## config.mk

```make
export PLATFORM = sky130hd
export DESIGN_NAME = uart_command_line_assembler
export DESIGN_NICKNAME = d
export VERILOG_FILES = /design/src/hdl/ucla_pkg.sv /design/src/hdl/ucla_line_ram.sv /design/src/hdl/ucla_ctrl.sv /design/src/hdl/uart_command_line_assembler.sv
export VERILOG_INCLUDE_DIRS = /design/src /design/src/hdl
export SDC_FILE = /design/constraint.sdc
export NUM_CORES = 1
export LEC_CHECK = 0
export BUFFER_PORTS_ARGS = -buffer_cell sky130_fd_sc_hd__buf_2
export CORE_MARGIN = 2
export CORE_UTILIZATION = 30
export DETAILED_ROUTE_END_ITERATION = 10
export GPL_TIMING_DRIVEN = 0
export HOLD_SLACK_MARGIN = 0.1
export PLACE_DENSITY = 0.5
export SETUP_SLACK_MARGIN = 0.1
export SYNTH_ARGS = -nofsm -noshare
export SYNTH_HDL_FRONTEND = slang
export SYNTH_SLANG_ARGS = --single-unit
```

## constraint.sdc

```tcl
create_clock -name clk -period 2.9 [get_ports clk]
set_clock_uncertainty 0.15 [all_clocks]
set_input_delay 0.435 -clock clk [delete_from_list [all_inputs] [get_ports clk]]
set_output_delay 0.435 -clock clk [all_outputs]
set_load 0.01 [all_outputs]
```

## src/hdl/uart_command_line_assembler_assert.svh

```systemverilog
// assertion macros for the command line assembler
`ifndef UART_COMMAND_LINE_ASSEMBLER_ASSERT_SVH
`define UART_COMMAND_LINE_ASSEMBLER_ASSERT_SVH

// checked only outside reset
`define UCLA_ASSERT(label, clk, rst_n, prop, msg) \
    label: assert property (@(posedge clk) disable iff (!rst_n) prop) else $error(msg);

// checked also while reset is applied
`define UCLA_ASSERT_ALWAYS(label, clk, prop, msg) \
    label: assert property (@(posedge clk) prop) else $error(msg);

`endif

```

## src/hdl/ucla_pkg.sv

```systemverilog
// shared constants, types and helpers for the command line assembler
package ucla_pkg;

    localparam int RX_LEN = 32;
    localparam int PTR_W  = $clog2(RX_LEN);

    localparam logic [7:0] NL_CHAR = 8'h0A;
    localparam logic [7:0] CR_CHAR = 8'h0D;

    typedef logic [PTR_W-1:0] ptr_t;

    // one write port and one read port of the line store
    typedef struct packed {
        logic       we;
        ptr_t       waddr;
        logic [7:0] wdata;
        logic       re;
        ptr_t       raddr;
    } ram_req_t;

    // status seen by the top level
    typedef struct packed {
        logic busy;
        logic idle;
    } ctrl_stat_t;

    function automatic ptr_t ptr_inc(input ptr_t p);
        ptr_t r;
        if (p == PTR_W'(RX_LEN - 1))
        begin
            r = '0;
        end
        else
        begin
            r = p + PTR_W'(1);
        end
        return r;
    endfunction

    // ring position n entries back from p, n below RX_LEN
    function automatic ptr_t ptr_back(input ptr_t p, input ptr_t n);
        logic [PTR_W:0] r;
        if (p >= n)
        begin
            r = {1'b0, p} - {1'b0, n};
        end
        else
        begin
            r = {1'b0, p} + (PTR_W+1)'(RX_LEN) - {1'b0, n};
        end
        return r[PTR_W-1:0];
    endfunction

endpackage

```

## src/hdl/ucla_line_ram.sv

```systemverilog
// ring line store, one write and one registered read port
module ucla_line_ram
(
    input  logic             clk,
    input  ucla_pkg::ram_req_t req,
    output logic [7:0]       rdata
);

    logic [7:0] mem [ucla_pkg::RX_LEN];
    logic [7:0] rdata_reg;

    always_ff @(posedge clk)
    begin
        if (req.we)
        begin
            mem[req.waddr] <= req.wdata;
        end
        // read data holds until the next read
        if (req.re)
        begin
            rdata_reg <= mem[req.raddr];
        end
    end

    assign rdata = rdata_reg;

endmodule

```

## src/hdl/ucla_ctrl.sv

```systemverilog
// sequencer: stores bytes, replays a line on newline, output register
module ucla_ctrl
(
    input  logic                   clk,
    input  logic                   rst_n,
    input  logic                   s_tvalid,
    output logic                   s_tready,
    input  logic [7:0]             s_tdata,
    input  logic                   s_tuser,
    output logic                   m_tvalid,
    input  logic                   m_tready,
    output logic [7:0]             m_tdata,
    output logic                   m_tlast,
    output logic                   m_tuser,
    output ucla_pkg::ram_req_t     ram_req,
    input  logic [7:0]             ram_rdata,
    output ucla_pkg::ctrl_stat_t   stat
);

    typedef enum logic [1:0] {ST_IDLE, ST_EMIT, ST_EMPTY} state_t;

    state_t          state_reg, state_next;
    ucla_pkg::ptr_t  pos_reg, pos_next;
    ucla_pkg::ptr_t  cnt_reg, cnt_next;
    ucla_pkg::ptr_t  rd_idx_reg, rd_idx_next;
    ucla_pkg::ptr_t  remain_reg, remain_next;
    logic            out_valid_reg, out_valid_next;
    logic [7:0]      out_byte_reg, out_byte_next;
    logic            out_last_reg, out_last_next;
    logic            out_empty_reg, out_empty_next;

    logic            out_free;
    logic [7:0]      char_in;
    ucla_pkg::ptr_t  start_pos;

    assign char_in   = (s_tdata == ucla_pkg::CR_CHAR) ? ucla_pkg::NL_CHAR : s_tdata;
    assign start_pos = ucla_pkg::ptr_back(pos_reg, cnt_reg);
    assign out_free  = !out_valid_reg || m_tready;
    assign s_tready  = (state_reg == ST_IDLE);

    always_comb
    begin
        state_next     = state_reg;
        pos_next       = pos_reg;
        cnt_next       = cnt_reg;
        rd_idx_next    = rd_idx_reg;
        remain_next    = remain_reg;
        out_valid_next = out_valid_reg;
        out_byte_next  = out_byte_reg;
        out_last_next  = out_last_reg;
        out_empty_next = out_empty_reg;
        ram_req        = '0;

        if (out_valid_reg && m_tready)
        begin
            out_valid_next = 1'b0;
        end

        case (state_reg)
            ST_IDLE:
            begin
                // error bytes are dropped without any effect
                if (s_tvalid && !s_tuser)
                begin
                    ram_req.we    = 1'b1;
                    ram_req.waddr = pos_reg;
                    ram_req.wdata = char_in;
                    pos_next      = ucla_pkg::ptr_inc(pos_reg);
                    if (char_in == ucla_pkg::NL_CHAR)
                    begin
                        cnt_next = '0;
                        if (cnt_reg == '0)
                        begin
                            if (out_free)
                            begin
                                out_valid_next = 1'b1;
                                out_byte_next  = '0;
                                out_last_next  = 1'b1;
                                out_empty_next = 1'b1;
                            end
                            else
                            begin
                                state_next = ST_EMPTY;
                            end
                        end
                        else
                        begin
                            // first read of the line goes out with the newline write
                            ram_req.re    = 1'b1;
                            ram_req.raddr = start_pos;
                            rd_idx_next   = ucla_pkg::ptr_inc(start_pos);
                            remain_next   = cnt_reg;
                            state_next    = ST_EMIT;
                        end
                    end
                    else if (cnt_reg != ucla_pkg::PTR_W'(ucla_pkg::RX_LEN - 1))
                    begin
                        cnt_next = cnt_reg + ucla_pkg::PTR_W'(1);
                    end
                end
            end
            ST_EMIT:
            begin
                if (out_free)
                begin
                    out_valid_next = 1'b1;
                    out_byte_next  = ram_rdata;
                    out_empty_next = 1'b0;
                    out_last_next  = (remain_reg == ucla_pkg::PTR_W'(1));
                    if (remain_reg == ucla_pkg::PTR_W'(1))
                    begin
                        state_next = ST_IDLE;
                    end
                    else
                    begin
                        ram_req.re    = 1'b1;
                        ram_req.raddr = rd_idx_reg;
                        rd_idx_next   = ucla_pkg::ptr_inc(rd_idx_reg);
                        remain_next   = remain_reg - ucla_pkg::PTR_W'(1);
                    end
                end
            end
            ST_EMPTY:
            begin
                if (out_free)
                begin
                    out_valid_next = 1'b1;
                    out_byte_next  = '0;
                    out_last_next  = 1'b1;
                    out_empty_next = 1'b1;
                    state_next     = ST_IDLE;
                end
            end
            default:
            begin
                state_next = ST_IDLE;
            end
        endcase
    end

    always_ff @(posedge clk or negedge rst_n)
    begin
        if (!rst_n)
        begin
            state_reg     <= ST_IDLE;
            pos_reg       <= ucla_pkg::PTR_W'(1 % ucla_pkg::RX_LEN);
            cnt_reg       <= '0;
            rd_idx_reg    <= '0;
            remain_reg    <= '0;
            out_valid_reg <= 1'b0;
            out_byte_reg  <= '0;
            out_last_reg  <= 1'b0;
            out_empty_reg <= 1'b0;
        end
        else
        begin
            state_reg     <= state_next;
            pos_reg       <= pos_next;
            cnt_reg       <= cnt_next;
            rd_idx_reg    <= rd_idx_next;
            remain_reg    <= remain_next;
            out_valid_reg <= out_valid_next;
            out_byte_reg  <= out_byte_next;
            out_last_reg  <= out_last_next;
            out_empty_reg <= out_empty_next;
        end
    end

    assign m_tvalid  = out_valid_reg;
    assign m_tdata   = out_byte_reg;
    assign m_tlast   = out_last_reg;
    assign m_tuser   = out_empty_reg;
    assign stat.busy = (state_reg != ST_IDLE);
    assign stat.idle = (state_reg == ST_IDLE);

endmodule

```

## src/hdl/uart_command_line_assembler.sv

```systemverilog
// top level: collects uart bytes into lines and replays each line on newline
// output: a stored byte gives no transaction; a newline issues the first line store read, whose
//   registered data enters the output register once it is free (an empty line loads its marker directly)
// throughput: one input per cycle while no line replays and no empty line waits for the output;
//   a line holds the input while it replays, one line store read per output byte
// reset: asynchronous, active low; clears the sequencer and output valid, the store keeps data
`include "uart_command_line_assembler_assert.svh"

module uart_command_line_assembler
(
    input  logic       clk,
    input  logic       rst_n,
    input  logic       s_tvalid,
    output logic       s_tready,
    input  logic [7:0] s_tdata,   // [7:0] rx_byte
    input  logic       s_tuser,   // [0] rx_error
    output logic       m_tvalid,
    input  logic       m_tready,
    output logic [7:0] m_tdata,   // [7:0] line_byte
    output logic       m_tlast,
    output logic       m_tuser    // [0] line_empty
);

    ucla_pkg::ram_req_t   ram_req;
    logic [7:0]           ram_rdata;
    ucla_pkg::ctrl_stat_t stat;

    ucla_line_ram u_ram
    (
        .clk   (clk),
        .req   (ram_req),
        .rdata (ram_rdata)
    );

    ucla_ctrl u_ctrl
    (
        .clk       (clk),
        .rst_n     (rst_n),
        .s_tvalid  (s_tvalid),
        .s_tready  (s_tready),
        .s_tdata   (s_tdata),
        .s_tuser   (s_tuser),
        .m_tvalid  (m_tvalid),
        .m_tready  (m_tready),
        .m_tdata   (m_tdata),
        .m_tlast   (m_tlast),
        .m_tuser   (m_tuser),
        .ram_req   (ram_req),
        .ram_rdata (ram_rdata),
        .stat      (stat)
    );

    // no input transaction during a replay
    `UCLA_ASSERT(a_busy_blocks_input, clk, rst_n, stat.busy |-> !s_tready, "input taken during replay")
    // an empty line is a single last transaction carrying zero
    `UCLA_ASSERT(a_empty_is_last, clk, rst_n, (m_tvalid && m_tuser) |-> (m_tlast && (m_tdata == 8'h00)), "bad empty line")
    // no store write while reading out a line
    `UCLA_ASSERT(a_no_write_in_replay, clk, rst_n, ram_req.we |-> stat.idle, "store written during replay")
    // reset leaves no pending output
    `UCLA_ASSERT_ALWAYS(a_reset_clears_out, clk, !rst_n |=> !m_tvalid, "output valid after reset")

endmodule

```

==> impl_metrics.ini, run 1 <==
[cells_and_area]
antennaDiodeCount = 0
layout.cells.non_filler = 1672
area_delta_synth_final_pct = 32.7
number_of_flip_flops_in_the_largest_register = 256
design.final.nets = 1142
fraction_of_layout_instances_using_a_drive_strength_above_1 = 0.313
fillcell_total = 3870

[job]
drv.max_cap_violation_count = 0

[setup_path]
max_stage_delay_ns = 0.56
critPathMaxFanout = 6
crit_chain = inv_4 > ha_4 > inv_2 > fa_2 > a32o_2 > buf_8 > buf_12 > buf_12 > nand2_4 > a221o_1 > o221ai_2 > o41a_1
worst_path_most_repeated_cell = sky130_fd_sc_hd__buf_12
critPathLaunchType = flop
timing.critical_path.buf_inv = 5
cpLargestDelayFamily = compound AO/OA/AOI/OAI gates
critPathSlowestCell = sky130_fd_sc_hd__dfstp_2
critPathArrivalTime_ns = 3.39
criticalPathCategory = reg2reg
cp-end-kind = flop
critical_path_required_ns = 2.99

[power_and_ir_drop]
cellLeakagePower_uw = 0.00573
net-switching-power_uw = 4570
clock_power_share = 0.306
p_int_uw = 9390
sw_frac_of_total = 0.327
share_comb_of_total_power = 0.315
vdd.ir_drop.worst_v = 0.000369
seqPwrFrac = 0.379
power.density_cell_area_nw_per_um2 = 832
fin_total_pwr_uw = 14000

[drt]
avg_vias_per_cell = 5.25
average_routed_wire_per_standard_cell_um = 22.8
drt_iter0_markers = 832
dr.pass1.iters = 5
ant_nets = 0
vias = 8780
final_routed_wirelength_across_all_metal_layers_um = 38000
number_of_drc_violations_after_detailed_routing = 0

[floorplan]
floorplan.initialDensity = 0.303
design.portCount = 25
die-height_um = 209
floorplan_row_count = 75
core-area_um2 = 41800
die_w_um = 209
dieArea_um2 = 43800

[grt]
grt_start_max_net_pins = 34
global_route.usage.total = 0.170
grt_antenna_before_repair = 0
number_of_global_route_vias_before_repair = 8520
global_route_wire_length_before_repair_um = 54600
grt_overflow = 0

[cts]
tritoncts = built
cts.clk_slew.worst_paths_ns = 0.06
cts_buffers = 34
worst_skew_pair.late_latency_ns = 0.53
cts_root_buf = sky130_fd_sc_hd__clkbuf_16
clkSinkCount = 297
ctsLongestPathBuffers = 3
htree_levels = 2

[timing]
post-route-worst-setup-slack_ns = -0.402
rsz0062_at_grt = yes
timing_hold_violations_final = 0
fmaxAchievable_mhz = 303
timing.final.crit_period_ns = 3.30
final_min_period_over_clock_period = 1.14
worstMarginPinSlew_ns = 0.843
setup-violations-final = 8
worst_case_headroom_to_the_max_slew_limit = 0.437
finalMaxSlewViolations = 0

[logic_synthesis]
synth_top_family_by_area = compound AO/OA/AOI/OAI gates
synth_cell_types = 59
synthesis.yosys.warnings = 0
syn-cell-area_um2 = 12600
synth-simple-area-share = 0.109
synth-edff-count = 264
synth.top_cells.by_area = sky130_fd_sc_hd__edfxtp_1 63%, sky130_fd_sc_hd__dfrtp_1 6.3%, sky130_fd_sc_hd__nand2_1 4.9%, sky130_fd_sc_hd__a21oi_1 3.3%, sky130_fd_sc_hd__mux2i_1 3.1%
postSynthAreaPerCell_um2 = 13.0
synth_top_cell_area_share = 0.627
synth.ff_latch_count = 297
post-synth-top-area-cell = sky130_fd_sc_hd__edfxtp_1
muxShareOfSynthArea = 0.0327
syn-num-nets = 1008
synth_fa_ha_area_frac = 0.0204
ys_async_sr_fraction = 0.111
netlist_top_cells_count = 264 x sky130_fd_sc_hd__edfxtp_1, 165 x sky130_fd_sc_hd__nand2_1, 83 x sky130_fd_sc_hd__a21oi_1
synth_compound_area_frac = 0.116
parity_gate_share_of_the_synthesized_area_counting_xor_and_xnor_cells = 0.00416
synth-seq-area-share = 0.692
syn_inst = 975
synthFlopType = sky130_fd_sc_hd__edfxtp_1
post-synth-top-count-cell = sky130_fd_sc_hd__edfxtp_1

[run_status]
violations_in_the_final_reports = negative setup slack
run_status = finished with violations

[placed_design]
gpl.final_weighted_congestion = 0.875
place.detailed.instances = 1540
place.port_buffers = 24
dp.final_hpwl_um = 24000

[worst_hold_path]
hold_path_class = in2reg
-- logic make-up (layout without fill, tap and decap cells) --
| logic type | after synthesis | after routing |
|---|---|---|
| simple gates | 315 | 315 |
| xor+xnor | 6 | 6 |
| buf+inv | 66 | 224 |
| flops | 297 | 297 |
| compound gates | 230 | 230 |
| mux | 41 | 41 |
| fa+ha+maj | 20 | 20 |
-- worst register-to-register path, delay by kind of cell (launching register included) --
family	cells	cell delay (ns)
compound gates	4	1.11
fa+ha+maj	2	0.62
buf+inv	5	0.53
flops	1	0.56
simple gates	1	0.04
-- path summary, 6_finish.rpt --
check | startpoint | slack (ns) | cells after the start | endpoint
max | u_ctrl.pos_reg[0] | -0.40 | 12 | u_ram.rdata[7]
min | s_tdata[6] | 0.31 | 2 | u_ram.mem[2][6]
max reg2reg | u_ctrl.pos_reg[0] | -0.40 | 12 | u_ram.rdata[7]
min reg2reg | u_ctrl.m_tdata[1] | 0.33 | 2 | u_ctrl.m_tdata[1]
max in group asynchronous | rst_n | 1.67 | 2 | u_ctrl.state_reg[0]
min in group asynchronous | rst_n | 0.38 | 2 | u_ctrl.pos_reg[1]
-- placed cells by master (no fill, tap or decap), types with 5 or more instances in the layout --
| master | count |
|---|---|
| sky130_fd_sc_hd__edfxtp_1 | 264 |
| sky130_fd_sc_hd__nand2_1 | 156 |
| sky130_fd_sc_hd__a21oi_1 | 73 |
| sky130_fd_sc_hd__buf_4 | 54 |
| sky130_fd_sc_hd__clkbuf_16 | 37 |
| sky130_fd_sc_hd__nor2_1 | 36 |
| sky130_fd_sc_hd__mux2i_1 | 34 |
| sky130_fd_sc_hd__o21ai_0 | 31 |
| sky130_fd_sc_hd__nor2_4 | 29 |
| sky130_fd_sc_hd__dfrtp_1 | 28 |
| sky130_fd_sc_hd__buf_2 | 26 |
| sky130_fd_sc_hd__a22oi_2 | 23 |
| sky130_fd_sc_hd__buf_12 | 22 |
| sky130_fd_sc_hd__nand3_1 | 16 |
| sky130_fd_sc_hd__clkbuf_1 | 15 |
| sky130_fd_sc_hd__ha_1 | 15 |
| sky130_fd_sc_hd__o22ai_2 | 12 |
| sky130_fd_sc_hd__buf_6 | 12 |
| sky130_fd_sc_hd__and3_1 | 11 |
| sky130_fd_sc_hd__o22ai_1 | 11 |
| sky130_fd_sc_hd__clkbuf_8 | 9 |
| sky130_fd_sc_hd__inv_1 | 7 |
| sky130_fd_sc_hd__clkinv_1 | 7 |
| sky130_fd_sc_hd__nand3b_1 | 6 |
| sky130_fd_sc_hd__a22o_1 | 6 |
| sky130_fd_sc_hd__nor2_2 | 6 |
| sky130_fd_sc_hd__clkinv_2 | 6 |
| sky130_fd_sc_hd__inv_2 | 5 |
| sky130_fd_sc_hd__or3_1 | 5 |
| sky130_fd_sc_hd__a221o_1 | 5 |
| sky130_fd_sc_hd__and2_4 | 5 |
| sky130_fd_sc_hd__nand2_2 | 5 |
| sky130_fd_sc_hd__a21oi_2 | 5 |
| sky130_fd_sc_hd__a21oi_4 | 5 |
| sky130_fd_sc_hd__nand3_4 | 5 |
| sky130_fd_sc_hd__buf_8 | 5 |
| sky130_fd_sc_hd__o221ai_2 | 5 |
-- power groups by stage --
stage          logic [µW]  clock network, µW  registers [µW]
2_1_floorplan        1960                  0            5300
3_3_place_gp         2940                  0            5350
3_5_place_dp         2980                  0            5360
4_1_cts              3750               4350            5280
5_1_grt              4730               4510            5330
6_report             4400               4270            5290
-- repair_timing --
action	4_1_cts	5_1_grt
setup buffers	36	30
endpoints found under the setup margin	448	484
gates cloned	2	3
hold endpoints to repair	33	0
resized for setup	212	102
pin swaps	27	43
hold buffers	2	0
-- stage by stage --
| stage | worst slack, ns | instance area [µm²] | TNS [ns] | util | hold slack [ns] |
|---|---|---|---|---|---|
| 6_report | -0.402 | 16800 | -2.60 | 0.402 | 0.314 |
| 5_1_grt | -0.438 | 16800 | -3.03 | 0.402 | 0.314 |
| 4_1_cts | -0.417 | 16000 | -10.48 | 0.382 | 0.245 |
| 3_5_place_dp | -1.29 | 13600 | -69.97 | 0.326 | 0.323 |
| 3_3_place_gp | -1.27 | 13500 | -152.51 | 0.324 | 0.310 |
| 2_1_floorplan | -0.0175 | 12700 | -0.0428 | - | -0.0106 |
-- per-layer routing --
layer / global-route usage / routed length [µm] / up-vias
li1: - / - / 3955
met1: 0.230 / 16600 / 4447
met2: 0.274 / 17900 / 296
met3: 0.0332 / 2320 / 82
met4: 0.0552 / 1180 / 0
met5: 0 / 0 / -
-- area by class of cell --
class                   count  area [µm²]  share of cell area
inverters                  13        51.3             0.00306
well taps                 539         674              0.0402
multi-input cells         612        4640               0.277
clock inverters            21         219              0.0131
plain buffers              52         589              0.0351
clock buffers              39         870              0.0518
flip-flops and latches    297        8760               0.522
repair buffers             99         968              0.0577
(Power assumes the default switching activity.)
==> run 2: changes to the inputs <==
--- a/config.mk
+++ b/config.mk
@@ -7,4 +7,5 @@
 export NUM_CORES = 1
 export LEC_CHECK = 0
+export ABC_CLOCK_PERIOD_IN_PS = 2900
 export BUFFER_PORTS_ARGS = -buffer_cell sky130_fd_sc_hd__buf_2
 export CORE_MARGIN = 2
--- a/constraint.sdc
+++ b/constraint.sdc
@@ -3,3 +3,3 @@
 set_input_delay 0.435 -clock clk [delete_from_list [all_inputs] [get_ports clk]]
 set_output_delay 0.435 -clock clk [all_outputs]
-set_load 0.01 [all_outputs]
+set_load 0.02 [all_outputs]
==> run 2 against run 1 <==
  * Count of clock-buffer cells in the layout decreased by 3
  * Final area decreased by 0.25%
  * The flow still finishes with violations (negative setup slack)
  * Non-clock buffer count down 1
  * Via count about the same
  * Total power shrank 3.1%
  * Setup slack better by 0.041 ns
  * Critical path depth stayed put
  * Combinational power decreased by 3%
  * Global-route usage fell by 0.055 points
  * Sequential power barely moved
  * Largest power group unchanged
  * Highest routed layer unchanged
  * Register-to-register slack improved by 0.04 ns
  * Cell count shrank 0.42%
==> impl_metrics.ini, run 2 (synthesized netlist as in run 1, its figures left out) <==
[grt]
grt_antenna_before_repair = 0
grt_overflow = 0
number_of_global_route_vias_before_repair = 8401
global_route_wire_length_before_repair_um = 54700
global_route.usage.total = 0.169
grt_start_max_net_pins = 34

[cells_and_area]
layout.cells.non_filler = 1665
fin_area_um2 = 16700
most-common-layout-cells = 264 x sky130_fd_sc_hd__edfxtp_1, 155 x sky130_fd_sc_hd__nand2_1, 71 x sky130_fd_sc_hd__a21oi_1
most_common_cell_after_layout_fill_and_taps_aside = sky130_fd_sc_hd__edfxtp_1
antennaDiodeCount = 0
ff_latch_area_um2 = 8760
fraction_of_layout_instances_using_a_drive_strength_above_1 = 0.306
number_of_flip_flops_in_the_largest_register = 256
multiInputGateArea_um2 = 4620
fillcell_total = 3854
area_delta_synth_final_pct = 32.4
design.final.nets = 1139

[timing]
worstMarginPinSlew_ns = 1.18
timing_hold_violations_final = 0
post-route-worst-setup-slack_ns = -0.361
final_min_period_over_clock_period = 1.12
rsz0062_at_grt = yes
timing.final.crit_period_ns = 3.26
fmaxAchievable_mhz = 307
totalNegativeSetupSlack_ns = -8.85
setup-violations-final = 72
worst_case_headroom_to_the_max_slew_limit = 0.207
finalMaxSlewViolations = 0

[cts]
cts_buffers = 31
cts.clk_slew.worst_paths_ns = 0.06
tritoncts = built
worst_skew_pair.late_latency_ns = 0.59
ctsLongestPathBuffers = 3
cts_root_buf = sky130_fd_sc_hd__clkbuf_16
clkSinkCount = 297
htree_levels = 1

[setup_path]
crit_chain = inv_2 > ha_4 > inv_4 > fa_2 > a32o_2 > buf_8 > buf_12 > buf_8 > nand2_1 > and3_4 > a311oi_2 > o41a_1
critPathArrivalTime_ns = 3.41
critPathLaunchType = flop
timing.critical_path.buf_inv = 5
max_stage_delay_ns = 0.55
criticalPathCategory = reg2reg
cp-end-kind = flop
cpLargestDelayFamily = compound AO/OA/AOI/OAI gates
worst_path_most_repeated_cell = sky130_fd_sc_hd__buf_8
critPathMaxFanout = 6
critPathSlowestCell = sky130_fd_sc_hd__dfstp_2
critical_path_required_ns = 3.05

[power_and_ir_drop]
net-switching-power_uw = 4490
fin_total_pwr_uw = 13500
sw_frac_of_total = 0.331
p_int_uw = 9050
vdd.ir_drop.worst_v = 0.000484
clock_power_share = 0.294
cellLeakagePower_uw = 0.00569
share_comb_of_total_power = 0.315
power.density_cell_area_nw_per_um2 = 809
seqPwrFrac = 0.391

[floorplan]
core-area_um2 = 41800
design.portCount = 25
floorplan_row_count = 75
die_w_um = 209
die-height_um = 209
floorplan.initialDensity = 0.303
dieArea_um2 = 43800

[worst_hold_path]
hold_path_class = in2reg

[drt]
ant_nets = 0
avg_vias_per_cell = 5.27
dr.pass1.iters = 5
final_routed_wirelength_across_all_metal_layers_um = 38200
average_routed_wire_per_standard_cell_um = 22.9
number_of_drc_violations_after_detailed_routing = 0
vias = 8777
drt_iter0_markers = 867

[placed_design]
pre_cts_slack_ns = -1.33
place.port_buffers = 24
placement.cell_area_um2 = 13700
dp.final_hpwl_um = 23900
gpl.final_weighted_congestion = 0.820
place.detailed.instances = 1541

[run_status]
violations_in_the_final_reports = negative setup slack
run_status = finished with violations

[job]
drv.max_cap_violation_count = 0
-- run 2: cell types whose count changed in the layout (fill, tap and decap cells not counted), moves of 4 or more --
cell / delta
sky130_fd_sc_hd__clkbuf_16: -4
sky130_fd_sc_hd__a22oi_1: +4
sky130_fd_sc_hd__buf_12: +5
sky130_fd_sc_hd__a22oi_2: -4
sky130_fd_sc_hd__buf_4: -7
sky130_fd_sc_hd__nor2_4: +5
-- run 2: path summary, 6_finish.rpt --
path,slack [ns],start,cells after the start,end
worst max-delay path,-0.36,u_ctrl.pos_reg[0],12,u_ram.rdata[0]
worst min-delay path,0.25,s_tdata[2],3,u_ram.mem[0][0]
worst min register to register,0.33,u_ctrl.m_tdata[6],2,u_ctrl.m_tdata[6]
max in group asynchronous,1.76,rst_n,2,u_ctrl.cnt_reg[0]
worst max register to register,-0.36,u_ctrl.pos_reg[0],12,u_ram.rdata[0]
min in group asynchronous,0.30,rst_n,2,u_ctrl.rd_idx_reg[0]
-- run 2: per-layer routing --
| layer | part of all wire | track usage |
|---|---|---|
| met1 | 0.44 | 0.234 |
| met2 | 0.47 | 0.271 |
| met3 | 0.059 | 0.0298 |
| met4 | 0.031 | 0.0539 |
| met5 | 0 | 0 |
-- run 2: final cells by class --
type	instances	area share
buffer	52	0.0354
clock buffer	36	0.0475
clock inverter	17	0.0115
inverter	13	0.00307
multi-input combinational	613	0.276
sequential	297	0.523
tap	539	0.0403
timing repair buffer	98	0.0628
-- run 2: power by group through the flow --
stage / sequential [µW] / combinational (µW) / clock [µW]
after CTS: 5280 / 3850 / 4030
after global routing: 5330 / 4610 / 4190
final: 5290 / 4270 / 3980
after global placement: 5350 / 3000 / 0
after floorplan: 5340 / 1980 / 0
after detailed placement: 5360 / 3050 / 0
-- run 2: repair_timing --
action / in CTS / in global routing
hold buffers: 2 / 0
resized for setup: 214 / 91
setup buffers: 37 / 29
setup endpoints to repair: 440 / 427
gates cloned: 2 / 2
endpoints found under the hold margin: 33 / 0
pin swaps: 28 / 41
-- run 2: stage by stage --
stage / util / hold slack [ns]
floorplan: - / -0.0106
finish: 0.401 / 0.253
detailed placement: 0.327 / 0.322
CTS: 0.382 / 0.184
global placement: 0.325 / 0.310
global route: 0.401 / 0.244
-- run 2: worst reg2reg max path, delay by kind of cell, from the launching register on --
family / cells / cell delay [ns]
AO/OA/AOI/OAI: 3 / 0.86
adder cells (fa/ha/maj): 2 / 0.62
buffers and inverters: 5 / 0.57
flip-flops: 1 / 0.55
AND/OR/NAND/NOR: 2 / 0.24
==> run 3: changes to the inputs <==
ABC_CLOCK_PERIOD_IN_PS = 3000   (was 2900)
BUFFER_PORTS_ARGS = not set   (was -buffer_cell sky130_fd_sc_hd__buf_2)
DONT_BUFFER_PORTS = 1   (was not set)
PLACE_DENSITY = 0.49   (was 0.5)
clock period = 3 ns   (was 2.9 ns; I/O delays follow)
==> run 3 against run 2 <==
  * Flip-flop and latch count unchanged
  * Fmax increased by 0.78%
  * First-iteration DRC count decreased by 15%
  * Largest power group unchanged
  * Non-clock buffer count decreased by 29
  * Clock power increased by 3%
  * Worst hold slack got worse by 0.088 ns
  * The run still ends with negative setup slack left
  * Register-to-register slack improved by 0.13 ns
  * Routed wire length decreased by 2.3%
  * Combinational power decreased by 7.3%
  * Die area unchanged
  * Setup slack improved by 0.13 ns
==> impl_metrics.ini, run 3 (synthesized netlist as in run 1, its figures left out) <==
[floorplan]
dieArea_um2 = 43800
die-height_um = 209
die_w_um = 209
floorplan.initialDensity = 0.303
core-area_um2 = 41800
design.portCount = 25
floorplan_row_count = 75

[grt]
global_route.usage.total = 0.167
global_route_wire_length_before_repair_um = 54200
grt_antenna_before_repair = 1
number_of_global_route_vias_before_repair = 8524
grt_start_max_net_pins = 34
grt_overflow = 0

[cts]
worst_skew_pair.late_latency_ns = 0.51
cts_buffers = 34
htree_levels = 2
cts.clk_slew.worst_paths_ns = 0.06
clkSinkCount = 297
tritoncts = built
cts_root_buf = sky130_fd_sc_hd__clkbuf_16
ctsLongestPathBuffers = 3

[cells_and_area]
ff_latch_area_um2 = 8760
design.final.nets = 1112
most-common-layout-cells = 264 x sky130_fd_sc_hd__edfxtp_1, 155 x sky130_fd_sc_hd__nand2_1, 70 x sky130_fd_sc_hd__a21oi_1
area_delta_synth_final_pct = 30.6
fillcell_total = 3867
multiInputGateArea_um2 = 4570
antennaDiodeCount = 0
layout.cells.non_filler = 1643
fraction_of_layout_instances_using_a_drive_strength_above_1 = 0.286
number_of_flip_flops_in_the_largest_register = 256
most_common_cell_after_layout_fill_and_taps_aside = sky130_fd_sc_hd__edfxtp_1

[drt]
ant_nets = 0
avg_vias_per_cell = 5.21
dr.pass1.iters = 5
routed.top_layer = met4
route.met3.wl_um = 2230
drt_iter0_markers = 736
vias = 8555
number_of_drc_violations_after_detailed_routing = 0
routed-wl-met2_um = 17300
final_routed_wirelength_across_all_metal_layers_um = 37300
drt-met1-wl_um = 16400
average_routed_wire_per_standard_cell_um = 22.7

[worst_hold_path]
worstHoldEndpoint = u_ram.mem[12][0]
hold_path_class = in2reg
worstHoldStart = s_tdata[0]
min_path_cells = 2

[setup_path]
critPathMaxFanout = 7
cp-end-kind = flop
critPathArrivalTime_ns = 3.33
path_depth = 12
critPathLaunchType = flop
criticalPathCategory = reg2reg
crit-reg2reg-capture = u_ram.rdata[2]
cpLargestDelayFamily = compound AO/OA/AOI/OAI gates
critPathSlowestCell = sky130_fd_sc_hd__or4b_4
rr_startpoint = u_ctrl.remain_reg[1]
reg2reg_slack_ns = -0.24
r2r_cells = 12
crit_chain = inv_2 > ha_1 > or4b_4 > and3_4 > buf_8 > a32o_2 > buf_8 > buf_12 > buf_12 > mux2i_2 > o22ai_2 > o41a_1
max_stage_delay_ns = 0.49
timing.critical_path.buf_inv = 5
critical_path_required_ns = 3.09

[timing]
fmaxAchievable_mhz = 309
worst_case_headroom_to_the_max_slew_limit = 0.361
worstMarginPinSlew_ns = 0.959
setup-violations-final = 8
hold_slack_ns = 0.165
rsz0062_at_grt = yes
timing.final.crit_period_ns = 3.24
finalMaxSlewViolations = 0
post-route-worst-setup-slack_ns = -0.236
final_min_period_over_clock_period = 1.08
timing_hold_violations_final = 0

[power_and_ir_drop]
cellLeakagePower_uw = 0.00560
power.density_cell_area_nw_per_um2 = 799
vdd.ir_drop.worst_v = 0.000340

[placed_design]
place.detailed.instances = 1517
dp.final_hpwl_um = 24200
place.port_buffers = 0
pre_cts_slack_ns = -1.10
gpl.final_weighted_congestion = 0.867

[run_status]
violations_in_the_final_reports = negative setup slack
run_status = finished with violations

[job]
drv.max_cap_violation_count = 0
==> run 3: changes by cell type in the layout (fill, tap and decap cells not counted), sizes merged, moves of 2 or more <==
cell	previous run	this run
dlygate4sd3	2	4
clkinv	11	8
clkbuf	63	78
buf	121	86
==> run 3: power by group <==
part           internal [µW]  switching, µW  leakage [µW]
Clock                   2460           1630      0.000529
Sequential              4850            301       0.00283
Combinational           1650           2310       0.00223
Total                   8970           4240       0.00560
==> run 3: layout make-up <==
class                   instances  area share
multi-input cells             612       0.277
well taps                     539      0.0408
plain buffers                  53      0.0390
repair buffers                 68      0.0440
inverters                      13     0.00295
clock inverters                13     0.00856
flip-flops and latches        297       0.530
clock buffers                  48      0.0573
==> run 3: per-layer routing <==
layer,up-vias,global-route usage
met1,4320,0.221
met2,267,0.274
met5,-,0
li1,3899,-
met3,69,0.0340
met4,0,0.0574
==> run 3: worst max path at each step <==
stage / startpoint / endpoint / slack [ns]
4_1_cts: u_ctrl.remain_reg[1] / u_ram.rdata[3] / -0.21
2_1_floorplan: u_ctrl.remain_reg[1] / u_ram.rdata[2] / 0.08
3_5_place_dp: u_ctrl.cnt_reg[1] / u_ram.rdata[3] / -1.10
3_3_place_gp: u_ctrl.cnt_reg[1] / u_ram.rdata[3] / -1.12
5_1_grt: u_ctrl.pos_reg[0] / u_ram.rdata[4] / -0.29
6_report: u_ctrl.remain_reg[1] / u_ram.rdata[2] / -0.24
==> run 3: worst reg2reg max path: stages, from the launching register on <==
cell                      delay, ns
sky130_fd_sc_hd__dfrtp_1       0.38
sky130_fd_sc_hd__inv_2         0.06
sky130_fd_sc_hd__ha_1          0.12
sky130_fd_sc_hd__or4b_4        0.49
sky130_fd_sc_hd__and3_4        0.20
sky130_fd_sc_hd__buf_8         0.13
sky130_fd_sc_hd__a32o_2        0.23
sky130_fd_sc_hd__buf_8         0.15
sky130_fd_sc_hd__buf_12        0.15
sky130_fd_sc_hd__buf_12        0.15
sky130_fd_sc_hd__mux2i_2       0.20
sky130_fd_sc_hd__o22ai_2       0.14
sky130_fd_sc_hd__o41a_1        0.42
==> run 3: per-stage QoR <==
stage | cell area, µm² | util | power, µW | TNS (ns)
floorplan | 12700 | - | 7060 | 0
global placement | 13400 | 0.321 | 7960 | -134.78
detailed placement | 13500 | 0.324 | 7990 | -50.94
CTS | 16000 | 0.384 | 13000 | -1.38
global route | 16500 | 0.395 | 13800 | -2.55
finish | 16500 | 0.395 | 13200 | -1.59
==> run 3: timing repair <==
| action | CTS | global route |
|---|---|---|
| cloned | 2 | 3 |
| hold buffers | 4 | 1 |
| endpoints found under the setup margin | 430 | 176 |
| pin swaps | 40 | 39 |
| hold endpoints to repair | 43 | 2 |
| setup buffers | 46 | 9 |
| resized for setup | 231 | 68 |
